## src/design/mkc_pkg.sv

```systemverilog
// mkc_pkg: shared types and constants of the multi-key click event detector
// request structs, flag bit positions, phase codes, register indexes
// no dependencies
package mkc_pkg;

    localparam int FLAG_W     = 7;
    localparam int TIMER_W    = 16;
    localparam int DIV_W      = 4;
    localparam int LEVEL_BITS = 3;
    localparam int CFG_IDX_W  = 2;
    localparam int CFG_DATA_W = 16;

    // flag bit positions
    localparam int FLAG_HOLD   = 0;
    localparam int FLAG_DOWN   = 1;
    localparam int FLAG_UP     = 2;
    localparam int FLAG_SINGLE = 3;
    localparam int FLAG_DOUBLE = 4;
    localparam int FLAG_LONG   = 5;
    localparam int FLAG_REPEAT = 6;

    localparam logic [FLAG_W-1:0] MASK_HOLD_ONLY = 7'b000_0001;

    // request modes
    localparam logic MODE_TICK  = 1'b0;
    localparam logic MODE_CHECK = 1'b1;

    // configuration register indexes
    localparam logic [CFG_IDX_W-1:0] REG_LONG_PRESS  = 2'd0;
    localparam logic [CFG_IDX_W-1:0] REG_DOUBLE_GAP  = 2'd1;
    localparam logic [CFG_IDX_W-1:0] REG_REPEAT      = 2'd2;
    localparam logic [CFG_IDX_W-1:0] REG_SAMPLE_DIV  = 2'd3;

    // per-key click phases
    typedef enum logic [2:0] {
        PH_IDLE    = 3'd0,
        PH_PRESSED = 3'd1,
        PH_WAIT    = 3'd2,
        PH_SECOND  = 3'd3,
        PH_LONG    = 3'd4
    } phase_t;

    typedef struct packed {
        logic                  mode;
        logic [LEVEL_BITS-1:0] key_levels;
        logic [1:0]            key_index;
        logic [FLAG_W-1:0]     flag_mask;
    } item_t;

    typedef struct packed {
        logic              hit;
        logic [FLAG_W-1:0] flags_before;
    } result_t;

    typedef struct packed {
        logic [TIMER_W-1:0] long_press_ticks;
        logic [TIMER_W-1:0] double_gap_ticks;
        logic [TIMER_W-1:0] repeat_ticks;
    } timeouts_t;

    // per-key control from the top level
    typedef struct packed {
        logic              tick;
        logic              sample;
        logic              pressed;
        logic              clear;
        logic [FLAG_W-1:0] clear_mask;
    } key_ctl_t;

endpackage

```

## src/design/mkc_key_unit.sv

```systemverilog
// mkc_key_unit: state of one key (level, phase, timer, flags) and its update
// for a tick, a sample or a flag clear
// depends on mkc_pkg
module mkc_key_unit
    import mkc_pkg::*;
(
    input  logic              clk,
    input  logic              rst_n,
    input  key_ctl_t          ctl,
    input  timeouts_t         timeouts,
    output logic [FLAG_W-1:0] flags
);

    logic               level_reg;
    logic               level_next;
    phase_t             phase_reg;
    phase_t             phase_next;
    logic [TIMER_W-1:0] timer_reg;
    logic [TIMER_W-1:0] timer_next;
    logic [TIMER_W-1:0] timer_dec;
    logic [FLAG_W-1:0]  flags_reg;
    logic [FLAG_W-1:0]  flags_next;

    // state registers
    always_ff @(posedge clk or negedge rst_n)
    begin
        if (!rst_n)
        begin
            level_reg <= 1'b0;
            phase_reg <= PH_IDLE;
            timer_reg <= '0;
            flags_reg <= '0;
        end
        else
        begin
            level_reg <= level_next;
            phase_reg <= phase_next;
            timer_reg <= timer_next;
            flags_reg <= flags_next;
        end
    end

    // timer counts down to zero on every tick
    assign timer_dec = (timer_reg != '0) ? timer_reg - TIMER_W'(1) : timer_reg;

    // next state: tick with optional sample, or flag clear on a check
    always_comb
    begin
        level_next = level_reg;
        phase_next = phase_reg;
        timer_next = timer_reg;
        flags_next = flags_reg;
        if (ctl.tick)
        begin
            timer_next = timer_dec;
            if (ctl.sample)
            begin
                level_next = ctl.pressed;
                flags_next[FLAG_HOLD] = ctl.pressed;
                if (ctl.pressed && !level_reg)
                    flags_next[FLAG_DOWN] = 1'b1;
                if (!ctl.pressed && level_reg)
                    flags_next[FLAG_UP] = 1'b1;
                unique case (phase_reg)
                    PH_IDLE:
                    begin
                        if (ctl.pressed)
                        begin
                            timer_next = timeouts.long_press_ticks;
                            phase_next = PH_PRESSED;
                        end
                    end
                    PH_PRESSED:
                    begin
                        if (!ctl.pressed)
                        begin
                            timer_next = timeouts.double_gap_ticks;
                            phase_next = PH_WAIT;
                        end
                        else if (timer_dec == '0)
                        begin
                            timer_next = timeouts.repeat_ticks;
                            flags_next[FLAG_LONG] = 1'b1;
                            phase_next = PH_LONG;
                        end
                    end
                    PH_WAIT:
                    begin
                        if (ctl.pressed)
                        begin
                            flags_next[FLAG_DOUBLE] = 1'b1;
                            phase_next = PH_SECOND;
                        end
                        else if (timer_dec == '0)
                        begin
                            flags_next[FLAG_SINGLE] = 1'b1;
                            phase_next = PH_IDLE;
                        end
                    end
                    PH_SECOND:
                    begin
                        if (!ctl.pressed)
                            phase_next = PH_IDLE;
                    end
                    PH_LONG:
                    begin
                        if (!ctl.pressed)
                            phase_next = PH_IDLE;
                        else if (timer_dec == '0)
                        begin
                            timer_next = timeouts.repeat_ticks;
                            flags_next[FLAG_REPEAT] = 1'b1;
                        end
                    end
                    default:
                    begin
                        phase_next = PH_IDLE;
                    end
                endcase
            end
        end
        else if (ctl.clear)
        begin
            flags_next = flags_reg & ~ctl.clear_mask;
        end
    end

    assign flags = flags_reg;

endmodule

```

## src/design/multi_key_click_event_detector.sv

```systemverilog
// An accepted request is held in the input register and then moves to the result register,
// from which its result can be taken; one request per cycle is taken while result_stall is low.
// The state update of every key runs in the cycle a request moves from the input
// register to the result register, so back-to-back requests see each other's effects.
// Reset (rst_n low, asynchronous) empties both registers, clears all key state and
// loads the timeout registers with 100, 20, 100 and the sample divider with 3.
module multi_key_click_event_detector
    import mkc_pkg::*;
#(
    parameter int NUM_KEYS = 3
)
(
    input  logic                  clk,
    input  logic                  rst_n,
    input  logic                  item_valid,
    output logic                  item_stall,
    input  item_t                 item,
    output logic                  result_valid,
    input  logic                  result_stall,
    output result_t               result,
    input  logic                  cfg_write,
    input  logic [CFG_IDX_W-1:0]  cfg_index,
    input  logic [CFG_DATA_W-1:0] cfg_data
);

    timeouts_t          timeouts_reg;
    logic [DIV_W-1:0]   sample_divide_reg;
    logic [DIV_W-1:0]   divider_reg;
    logic [DIV_W-1:0]   divider_next;
    logic [DIV_W-1:0]   divider_inc;
    logic               sample;

    logic               in_valid_reg;
    item_t              in_reg;
    logic               out_valid_reg;
    result_t            out_reg;
    result_t            out_next;

    logic               accept;
    logic               process;
    logic               is_tick;
    logic               is_check;
    logic               hit;
    logic [FLAG_W-1:0]  before_sel;

    logic [NUM_KEYS-1:0] key_sel;
    logic [NUM_KEYS-1:0] pin_active;
    logic [FLAG_W-1:0]   key_flags [NUM_KEYS];

    // handshake: input register moves on when the result register is free or taken
    assign process    = in_valid_reg && (!out_valid_reg || !result_stall);
    assign item_stall = in_valid_reg && !process;
    assign accept     = item_valid && !item_stall;

    // configuration registers
    always_ff @(posedge clk or negedge rst_n)
    begin
        if (!rst_n)
        begin
            timeouts_reg.long_press_ticks <= TIMER_W'(100);
            timeouts_reg.double_gap_ticks <= TIMER_W'(20);
            timeouts_reg.repeat_ticks     <= TIMER_W'(100);
            sample_divide_reg             <= DIV_W'(3);
        end
        else if (cfg_write)
        begin
            unique case (cfg_index)
                REG_LONG_PRESS: timeouts_reg.long_press_ticks <= cfg_data;
                REG_DOUBLE_GAP: timeouts_reg.double_gap_ticks <= cfg_data;
                REG_REPEAT:     timeouts_reg.repeat_ticks     <= cfg_data;
                REG_SAMPLE_DIV: sample_divide_reg             <= cfg_data[DIV_W-1:0];
            endcase
        end
    end

    // input register
    always_ff @(posedge clk or negedge rst_n)
    begin
        if (!rst_n)
            in_valid_reg <= 1'b0;
        else if (accept)
            in_valid_reg <= 1'b1;
        else if (process)
            in_valid_reg <= 1'b0;
    end

    always_ff @(posedge clk)
    begin
        if (accept)
            in_reg <= item;
    end

    assign is_tick  = process && (in_reg.mode == MODE_TICK);
    assign is_check = in_reg.mode == MODE_CHECK;

    // sample divider
    assign divider_inc  = divider_reg + DIV_W'(1);
    assign sample       = divider_inc >= sample_divide_reg;
    assign divider_next = sample ? '0 : divider_inc;

    always_ff @(posedge clk or negedge rst_n)
    begin
        if (!rst_n)
            divider_reg <= '0;
        else if (is_tick)
            divider_reg <= divider_next;
    end

    // per-key units
    for (genvar k = 0; k < NUM_KEYS; k++)
    begin : g_key
        key_ctl_t ctl;

        if (k < LEVEL_BITS)
        begin : g_pin
            assign pin_active[k] = ~in_reg.key_levels[k];
        end
        else
        begin : g_nopin
            assign pin_active[k] = 1'b0;
        end

        assign key_sel[k] = 32'(in_reg.key_index) == k;

        always_comb
        begin
            ctl.tick       = is_tick;
            ctl.sample     = sample;
            ctl.pressed    = pin_active[k];
            ctl.clear      = process && is_check && key_sel[k] && hit
                             && (in_reg.flag_mask != MASK_HOLD_ONLY);
            ctl.clear_mask = in_reg.flag_mask;
        end

        mkc_key_unit u_key
        (
            .clk      (clk),
            .rst_n    (rst_n),
            .ctl      (ctl),
            .timeouts (timeouts_reg),
            .flags    (key_flags[k])
        );
    end

    // selected key's flags, zero when the index names no key
    always_comb
    begin
        before_sel = '0;
        for (int k = 0; k < NUM_KEYS; k++)
        begin
            if (key_sel[k])
                before_sel = key_flags[k];
        end
    end

    assign hit = is_check && ((before_sel & in_reg.flag_mask) != '0);

    always_comb
    begin
        out_next.hit          = hit;
        out_next.flags_before = before_sel;
    end

    // result register
    always_ff @(posedge clk or negedge rst_n)
    begin
        if (!rst_n)
            out_valid_reg <= 1'b0;
        else if (process)
            out_valid_reg <= 1'b1;
        else if (!result_stall)
            out_valid_reg <= 1'b0;
    end

    always_ff @(posedge clk)
    begin
        if (process)
            out_reg <= out_next;
    end

    assign result_valid = out_valid_reg;
    assign result       = out_reg;

endmodule

```

## config.mk

```make
export PLATFORM = sky130hd
export DESIGN_NAME = multi_key_click_event_detector
export DESIGN_NICKNAME = d
export VERILOG_FILES = /design/src/design/mkc_pkg.sv /design/src/design/mkc_key_unit.sv /design/src/design/multi_key_click_event_detector.sv
export SDC_FILE = /design/constraint.sdc
export NUM_CORES = 1
export LEC_CHECK = 0
export BUFFER_PORTS_ARGS = -buffer_cell sky130_fd_sc_hd__clkbuf_2
export CORE_UTILIZATION = 37
export CTS_BUF_LIST = sky130_fd_sc_hd__clkbuf_4 sky130_fd_sc_hd__clkbuf_8 sky130_fd_sc_hd__clkbuf_16
export DETAILED_ROUTE_END_ITERATION = 16
export GPL_TIMING_DRIVEN = 0
export PLACE_DENSITY = 0.6
export SYNTH_ARGS = -nofsm -noshare
export SYNTH_HDL_FRONTEND = slang
export SYNTH_SLANG_ARGS = --single-unit
```

## constraint.sdc

```tcl
create_clock -name clk -period 3.1 [get_ports clk]
set_input_delay 0.31 -clock clk [delete_from_list [all_inputs] [get_ports clk]]
set_output_delay 0.31 -clock clk [all_outputs]
set_load 0.05 [all_outputs]
```

# ---- After elaboration in Yosys (flattened, before gate mapping)
# Index checks and enable logic that the tools add are counted.
dict set report classes {
  add_sub_neg 4
  order_cmp 1
  n_eq_ne 56
  muxes 86
  bitwise 9
  n_reduce_logical 77
}
# cell n
set ops {}
lappend ops {{2-to-1 mux 16 bit} 18}
lappend ops {{one-hot mux 16 bit (3 select lines)} 3}
lappend ops {{2-to-1 mux 7 bit} 12}
lappend ops {{2-to-1 mux 3 bit} 18}
lappend ops {{logical NOT 16 bit} 3}
lappend ops {{nonzero test 16 bit} 3}
lappend ops {{subtractor 16 x 1 -> 16 bit, second input constant} 3}
lappend ops {{AND reduction 5 bit} 9}
lappend ops {{!= test 2 x 1 -> 1 bit, second input constant} 22}
lappend ops {{one-hot mux 3 bit (4 select lines)} 3}
lappend ops {{AND 7 bit} 4}
lappend ops {{2-to-1 mux 1 bit} 28}
lappend ops {{logical AND 1 bit} 21}
lappend ops {{!= test 2 bit, second input constant} 10}
lappend ops {{== test 3 x 2 -> 1 bit, second input constant} 6}
lappend ops {{!= test 3 x 2 -> 1 bit, second input constant} 6}
lappend ops {{AND reduction 3 bit} 6}
lappend ops {{AND reduction 6 bit} 3}
lappend ops {{AND reduction 2 bit} 8}
lappend ops {{AND reduction 4 bit} 3}
lappend ops {{== test 3 x 1 -> 1 bit, second input constant} 3}
lappend ops {{== test 3 bit, second input constant} 3}
lappend ops {{logical NOT 3 bit} 3}
lappend ops {{nonzero test 2 bit} 4}
lappend ops {{other kinds (14)} 31}
dict set report totals {
  reg_bits 160
  inputBits 36
}

# ---- Logic depth before layout (Yosys ltp)
# Gate-level depths: netlist (run 1).
dict set report depth {
  ltp_word 11
  depth_mapped 13
  ltp_nobuf 10
}

# ---- Modules after synthesis
# A second synthesis (run 1) with hierarchy kept.
dict set report hier_totals {
  cells_unflattened 1400
  area_unflattened_um2 12016.5
}
# mod instances cells_each area_per_inst_um2 seq_area_each_um2
set modules_own_cells {}
lappend modules_own_cells {multi_key_click_event_detector 1 216 3283.1 2094.5}
lappend modules_own_cells {{mkc_key_unit at g_key[2].u_key} 1 412 3175.5 675.6}
lappend modules_own_cells {{mkc_key_unit at g_key[1].u_key} 1 387 2803.9 675.6}
lappend modules_own_cells {{mkc_key_unit at g_key[0].u_key} 1 385 2753.9 675.6}

# ---- Worst setup path before layout (run 1)
# No wires, ideal clock.
dict set report synth_timing {
  path_type {register -> register}
  start {register g_key[1].u_key.timer_reg[0]}
  end {register g_key[1].u_key.timer_reg[5]}
  setup_ps 80
  t_arrival_ps 3171
  t_required_ps 3020
  setup_slack_ps -151
  stages_incl_launch_ff 14
  n_path_buf 4
  cell_sequence {dfrtp_1 > buf_2 > inv_1 > ha_1 > clkbuf_1 > or4b_2 > clkbuf_1 > nor4_1 > mux2_2 > a21o_1 > nor4_2 > buf_4 > a21oi_1 > nor3_2}
}
dict set report synth_between {
  elab_chain_len 7
  elab_cells_between_ends 10
}
# element line_no
set synth_lines {}
lappend synth_lines {{from (decl)} mkc_key_unit.sv:18} ;# logic [TIMER_W-1:0] timer_reg;
lappend synth_lines {{from (signal assigned)} mkc_key_unit.sv:38} ;# timer_reg <= timer_next;
lappend synth_lines {{subtractor 16 x 1 -> 16 bit or nonzero test 16 bit (tied branches)} mkc_key_unit.sv:44} ;# assign timer_dec = (timer_reg != '0) ? timer_reg - TIMER_W'(1) : timer_reg;
lappend synth_lines {{2-to-1 mux 16 bit *} mkc_key_unit.sv:44}
lappend synth_lines {{logical NOT 16 bit} {mkc_key_unit.sv:80, mkc_key_unit.sv:109}}
lappend synth_lines {{2-to-1 mux 16 bit} {mkc_key_unit.sv:80, mkc_key_unit.sv:109}}
lappend synth_lines {{2-to-1 mux 16 bit (on tied branches)} {mkc_key_unit.sv:107, mkc_key_unit.sv:75}}
lappend synth_lines {{one-hot mux 16 bit (3 select lines)} mkc_key_unit.sv:64} ;# unique case (phase_reg)
lappend synth_lines {{2-to-1 mux 16 bit *} mkc_key_unit.sv:56} ;# if (ctl.sample)
# Every way passes the cells marked *; elsewhere a longest branch is shown, timed or not.
# A chain may end at the register's enable or synchronous reset.

# ---- Worst setup path after layout (run 1)
dict set report layout_timing {
  start {register g_key[1].u_key.timer_reg[1]}
  end {register g_key[1].u_key.flags_reg[6]}
}
dict set report layout_between {
  elab_chain_len 5
  elab_cells_between_ends 6
}
# element line_no
set layout_lines {}
lappend layout_lines {{subtractor 16 x 1 -> 16 bit or nonzero test 16 bit (tied branches)} mkc_key_unit.sv:44}
lappend layout_lines {{2-to-1 mux 16 bit *} mkc_key_unit.sv:44}
lappend layout_lines {{logical NOT 16 bit *} mkc_key_unit.sv:109} ;# else if (timer_dec == '0)
lappend layout_lines {{!= test 2 x 1 -> 1 bit (no source line) *} -}
lappend layout_lines {{AND reduction 5 bit (no source line) *} -}
lappend layout_lines {{to (signal assigned)} mkc_key_unit.sv:39} ;# flags_reg <= flags_next;
lappend layout_lines {{to (decl)} mkc_key_unit.sv:21} ;# logic [FLAG_W-1:0] flags_reg;
# Marked as above.

==> results of run 1 <==
per-stage QoR:
step / power [uW] / cell area, um2
final: 9720 / 13100
after CTS: 9360 / 12800
after floorplan: 5580 / 11100
after detailed placement: 6950 / 11900
after global routing: 10100 / 13100
after global placement: 6910 / 11800
where the power goes:
group,leakage (uW),switching [uW],internal (uW),total (uW)
Combinational,0.00289,2340,1430,3770
Clock,0.000303,1000,1230,2230
Sequential,0.00184,1040,2680,3720
Total,0.00504,4380,5340,9720
what timing repair did:
item / CTS / global route
endpoints found under the setup margin: 84 / 73
resized for setup: 50 / 53
hold endpoints to repair: 27 / 0
pin swaps: 7 / 14
hold buffers: 1 / 0
setup buffers: 16 / 19
cells in the final DEF, fill, tap and decap left out, types with 21 or more instances in the layout:
cell / count
o21ai_0: 98
a31oi_1: 21
clkbuf_2: 56
inv_1: 35
nand3_1: 43
clkbuf_1: 57
nand2_1: 150
a21oi_1: 109
o22ai_1: 31
edfxtp_1: 21
mux2_2: 53
dfrtp_1: 121
buf_4: 35
nor3_1: 42
nor2_1: 103
synth_stat cells (all sizes together), types with 11 or more instances:
cell type  instances  area share
a21o              14      0.0095
xnor2             15       0.014
a221oi            19       0.015
mux2i             11      0.0099
nand2b            20       0.011
ha                11       0.012
nor2             108       0.037
o21ai            102       0.046
nor3              46       0.023
clkbuf            76       0.026
a21oi            113       0.051
a211oi            19       0.013
nor2b             16      0.0090
nor4              18       0.011
dfrtp            129        0.29
or3               14      0.0079
a31oi             21       0.012
edfxtp            21       0.057
o22ai             32       0.019
or4               11      0.0075
nand3             43       0.019
o31ai             18       0.012
buf               17      0.0086
mux2              54       0.055
inv               37       0.013
nand2            150       0.051
routing by layer:
metal | up-vias | global-route usage | part of all wire
li1 | 5171 | - | -
met2 | 784 | 0.437 | 0.42
met4 | 0 | 0.182 | 0.058
met1 | 5692 | 0.418 | 0.41
met5 | - | 0 | 0
met3 | 153 | 0.0836 | 0.11
cell type report:
cell class / count / share of cell area
clock buffers: 20 / 0.0365
clock inverters: 12 / 0.0102
well taps: 384 / 0.0367
multi-input cells: 1035 / 0.519
plain buffers: 82 / 0.0288
flip-flops and latches: 160 / 0.316
inverters: 37 / 0.0108
repair buffers: 82 / 0.0418
path summary, 6_finish.rpt:
path / end / startpoint / cells after the start / slack, ns
max reg2reg: g_key[1].u_key.flags[6] / g_key[1].u_key.timer_reg[1] / 11 / 0.05
max: g_key[1].u_key.flags[6] / g_key[1].u_key.timer_reg[1] / 11 / 0.05
min: in_reg[11] / item[11] / 1 / 0.03
max in group asynchronous: g_key[1].u_key.timer_reg[1] / rst_n / 3 / 1.85
min in group asynchronous: sample_divide_reg[3] / rst_n / 2 / 0.31
min reg2reg: g_key[0].u_key.flags[5] / g_key[0].u_key.flags[5] / 2 / 0.48
worst reg2reg max path: cells and delay by family, from the launching register on:
kind / cells / cell delay, ns
buffers and inverters: 2 / 0.28
and+or+nand+nor: 4 / 1.44
xor gates and xnor gates: 1 / 0.21
DFF: 1 / 0.43
adders and majority gates: 1 / 0.12
AOI/OAI and AO/OA: 3 / 0.45
cell families after synthesis:
kind of cell | Yosys count | synth area share
AOI/OAI and AO/OA | 451 | 0.268
xor gates and xnor gates | 23 | 0.0199
adders and majority gates | 11 | 0.0124
buffers and inverters | 130 | 0.0469
DFF | 160 | 0.372
muxes | 65 | 0.0648
and+or+nand+nor | 485 | 0.216
==> impl_metrics.env, run 1 <==
export IMPL_outcome="finished, final reports clean"
export IMPL_die_area_mm2=0.0306
export IMPL_area_growth_pct=18.1
export IMPL_grt_usage=0.308
export IMPL_period_share=0.985
export IMPL_clock_latency_ns=0.45
export IMPL_path_cells="inv_2 > ha_4 > or4b_4 > or4_4 > xnor2_4 > o2111ai_4 > nor4_4 > buf_4 > a21o_1 > nand3_1 > a21o_1"
export IMPL_crit_top_cell="a21o_1"
export IMPL_critPathLaunchType="register"
export IMPL_wirelength_mm=47.6
export IMPL_cts_root_buf="clkbuf_16"
export IMPL_grt_pass1_wl_mm=69.4
export IMPL_hpwl_mm=32.9
export IMPL_final_cells=1812
export IMPL_yosysWarnings=0
export IMPL_h_tree_depth=4
export IMPL_max_vdd_ir_drop_mv=0.404
export IMPL_io_pins=46
export IMPL_fmaxAchievable_ghz=0.327
export IMPL_grt_pass1_vias=10800
export IMPL_ys_seq_elements=160
export IMPL_async_flop_share=0.869
export IMPL_die_y_um=175
export IMPL_p_leak_uw=0.00504
export IMPL_critPathRequiredTime_ns=3.44
export IMPL_grt_overflow=0
export IMPL_drtPass1Iterations=6
export IMPL_avgRoutedWirePerCell_um=26.3
export IMPL_critPathTopFamily="simple AND/OR/NAND/NOR gates"
export IMPL_cp_arrival_ns=3.39
export IMPL_cts_sink_count=160
export IMPL_finalSetupViolCount=0
export IMPL_ant_nets=0
export IMPL_gp_congestion=1.03
export IMPL_num_antenna_cells=0
export IMPL_setup_ws_ns=0.0460
export IMPL_fin_crit_ns=3.05
export IMPL_ys_seq_area_frac=0.372
export IMPL_ys_types=82
export IMPL_drc=0
export IMPL_cts_buffers_inserted=17
export IMPL_finalMaxSlewViolations=0
export IMPL_chipWidth_um=175
export IMPL_worst_path_max_delay_cell="or4_4"
export IMPL_start_util=0.381
export IMPL_multi_input_area_mm2=0.00679
export IMPL_vias=11800
export IMPL_hold_ws_ns=0.0335
export IMPL_dp_cells=1755
export IMPL_drv_cap=0
export IMPL_clockBufferDepth=2
export IMPL_hold_viol_final=0
export IMPL_layout_nets=1462
export IMPL_synth_nets=1372
export IMPL_rows=62
export IMPL_clkTransAtPathRegs_ns=0.07
export IMPL_yosys_most_used_dff="dfrtp_1"
export IMPL_setup_tns_ns=0
export IMPL_path_class="reg -> reg"
export IMPL_synth_edf_count=21
export IMPL_grt_setup_unrepaired="yes"
export IMPL_grt_max_degree=107
export IMPL_synth_avg_cell_area_um2=8.36
export IMPL_min_path_type="in -> reg"
export IMPL_drt_initial_drc_count=1539
export IMPL_regArea_mm2=0.00413
export IMPL_critical_path_buf_inv_count=2
export IMPL_critPathMaxFanout=4
export IMPL_fin_util=0.450
export IMPL_setup_worst_path_end_class="register"
export IMPL_power_density_mw_per_mm2=743
export IMPL_grt_antenna_before_repair=0
export IMPL_design_core_area_mm2=0.0291
export IMPL_fillers=2896
export IMPL_syn_area_mm2=0.0111
export IMPL_drive_above_1_share=0.193
export IMPL_max_stage_delay_ns=0.51
export IMPL_cts_tree="done"
export IMPL_dpl_worst_slack_ns=-0.802
export IMPL_clock_skew_ns=0.0120
export IMPL_worstMarginPinSlew_ns=1.37
export IMPL_port_buffers=45
export IMPL_syn_inst=1325
export IMPL_slew_headroom=0.0818
export IMPL_via_per_inst=6.51
(Power assumes the default switching activity.)
==> inputs of run 2 (changes only) <==
--- a/config.mk
+++ b/config.mk
@@ -5,12 +5,12 @@
 export SDC_FILE = /design/constraint.sdc
 export NUM_CORES = 1
 export LEC_CHECK = 0
-export BUFFER_PORTS_ARGS = -buffer_cell sky130_fd_sc_hd__clkbuf_2
 export CORE_UTILIZATION = 37
 export CTS_BUF_LIST = sky130_fd_sc_hd__clkbuf_4 sky130_fd_sc_hd__clkbuf_8 sky130_fd_sc_hd__clkbuf_16
 export DETAILED_ROUTE_END_ITERATION = 16
+export DONT_BUFFER_PORTS = 1
 export GPL_TIMING_DRIVEN = 0
-export PLACE_DENSITY = 0.6
+export PLACE_DENSITY = 0.59
 export SYNTH_ARGS = -nofsm -noshare
 export SYNTH_HDL_FRONTEND = slang
 export SYNTH_SLANG_ARGS = --single-unit
==> run 2 against run 1 <==
Effect of this change: the run now ends with negative hold slack, negative setup slack left; sequential share of layout area down 0.31 points; global-route usage up 0.94 points; fmax fell by 1.7%; combinational power up 3%; clock power barely moved; via count fell by 0.41%; worst setup slack got worse by 0.052 ns; critical path depth unchanged; first-iteration DRC count grew 1.2%; largest cell class unchanged; largest power group unchanged.
==> impl_metrics.env, run 2 (same netlist as run 1, synthesis figures left out) <==
export IMPL_startpoint="g_key[1].u_key.timer_reg[1]"
export IMPL_grt_pass1_vias=11100
export IMPL_critPathMaxFanout=5
export IMPL_hold_ws_ns=-0.451
export IMPL_violations="negative hold slack, negative setup slack"
export IMPL_design_core_area_mm2=0.0291
export IMPL_critPathRequiredTime_ns=3.47
export IMPL_p_leak_uw=0.00497
export IMPL_final_area_mm2=0.0132
export IMPL_worstMarginPinSlew_ns=1.30
export IMPL_grt_antenna_before_repair=1
export IMPL_power_density_mw_per_mm2=746
export IMPL_rows=62
export IMPL_timing_rr_start="g_key[1].u_key.timer_reg[1]"
export IMPL_finalMaxSlewViolations=0
export IMPL_fin_util=0.454
export IMPL_die_y_um=175
export IMPL_critPathLaunchType="register"
export IMPL_fin_crit_ns=3.11
export IMPL_finalSetupViolCount=1
export IMPL_path_depth=11
export IMPL_cts_buffers_inserted=17
export IMPL_clock_skew_ns=0.0159
export IMPL_setup_tns_ns=-0.00563
export IMPL_cts_tree="done"
export IMPL_grt_usage=0.318
export IMPL_grt_overflow=0
export IMPL_layout_nets=1438
export IMPL_dpl_worst_slack_ns=-0.835
export IMPL_io_pins=46
export IMPL_path_class="reg -> reg"
export IMPL_fmaxAchievable_ghz=0.322
export IMPL_drc=0
export IMPL_drv_cap=0
export IMPL_final_cells=1788
export IMPL_port_buffers=0
export IMPL_wirelength_mm=48.9
export IMPL_drtPass1Iterations=6
export IMPL_min_path_type="in -> async"
export IMPL_ant_nets=0
export IMPL_placed_cell_area_mm2=0.0116
export IMPL_slew_headroom=0.130
export IMPL_setup_ws_ns=-0.00563
export IMPL_r2r_cells=11
export IMPL_hold_viol_final=139
export IMPL_critPathTopFamily="simple AND/OR/NAND/NOR gates"
export IMPL_dp_cells=1709
export IMPL_layout_common_cells="nand2_1 (149), dfrtp_1 (121), a21oi_1 (108)"
export IMPL_hpwl_mm=33.4
export IMPL_outcome="complete, but fails checks"
export IMPL_avgRoutedWirePerCell_um=27.4
export IMPL_regArea_mm2=0.00413
export IMPL_mostFrequentLayoutCell="nand2_1"
export IMPL_grt_setup_unrepaired="yes"
export IMPL_setup_worst_path_end_class="register"
export IMPL_area_growth_pct=19.3
export IMPL_clkTransAtPathRegs_ns=0.08
export IMPL_critical_path_buf_inv_count=2
export IMPL_chipWidth_um=175
export IMPL_h_tree_depth=4
export IMPL_period_share=1.00
export IMPL_path_cells="inv_4 > ha_4 > or4b_4 > or4_4 > xnor2_4 > o2111ai_4 > buf_6 > nor3_4 > and2_4 > nand3_4 > a22oi_2"
export IMPL_multi_input_area_mm2=0.00691
export IMPL_hold_buffers=19
export IMPL_grt_max_degree=140
export IMPL_fillers=2838
export IMPL_cts_root_buf="clkbuf_16"
export IMPL_cts_sink_count=160
export IMPL_cp_arrival_ns=3.47
export IMPL_drt_initial_drc_count=1557
export IMPL_max_stage_delay_ns=0.52
export IMPL_vias=11800
export IMPL_gp_congestion=0.985
export IMPL_via_per_inst=6.57
export IMPL_start_util=0.381
export IMPL_max_vdd_ir_drop_mv=0.446
export IMPL_drive_above_1_share=0.182
export IMPL_worst_path_max_delay_cell="or4_4"
export IMPL_clockBufferDepth=2
export IMPL_die_area_mm2=0.0306
export IMPL_grt_pass1_wl_mm=71.8
export IMPL_clock_latency_ns=0.45
export IMPL_num_antenna_cells=0
## run 2: worst paths after layout
kind,slack (ns),to
max,-0.006,g_key[1].u_key.timer_reg[15]
max in group asynchronous,3.34,timeouts_reg[6]
min in group clk,0.01,timeouts_reg[25]
max reg2reg,-0.006,g_key[1].u_key.timer_reg[15]
min reg2reg,0.49,g_key[0].u_key.flags[6]
min,-0.45,g_key[0].u_key.timer_reg[8]
## run 2: final cells by class
class / instances / share of cell area
Clock buffer: 17 / 0.0322
Timing Repair Buffer: 58 / 0.0402
Buffer: 82 / 0.0314
Clock inverter: 15 / 0.0130
Tap cell: 384 / 0.0364
Multi-Input combinational cell: 1035 / 0.523
Sequential cell: 160 / 0.313
Inverter: 37 / 0.0109
## run 2: worst register-to-register path, cell delays in order, from the launching register on
cell	delay, ns
dfrtp_2	0.44
inv_4	0.09
ha_4	0.12
or4b_4	0.49
or4_4	0.52
xnor2_4	0.21
o2111ai_4	0.18
buf_6	0.16
nor3_4	0.23
and2_4	0.27
nand3_4	0.11
a22oi_2	0.21
## run 2: where the power goes
| group | internal [uW] | switching (uW) |
|---|---|---|
| logic | 1520 | 2350 |
| registers | 2680 | 1070 |
| clock network | 1220 | 1020 |
| total | 5420 | 4430 |
## run 2: what timing repair did
item / 4_1_cts / 5_1_grt
buffers inserted: 18 / 20
hold endpoints to repair: 161 / 139
pin swaps: 16 / 33
setup endpoints to repair: 84 / 75
gates cloned: 1 / 0
resized for setup: 70 / 88
## run 2: per-stage QoR
step	hold WS, ns	power [uW]
2_1_floorplan	0.0144	5580
3_3_place_gp	0.0199	6860
3_5_place_dp	0.0197	6890
4_1_cts	-0.457	9410
5_1_grt	-0.454	10300
6_report	-0.451	9850
## run 2: metal layers
layer,global-route usage,share of wire,up-vias
met1,0.416,0.40,5718
li1,-,-,5115
met2,0.471,0.43,735
met4,0.187,0.063,2
met5,0,0.00020,-
met3,0.0809,0.11,182
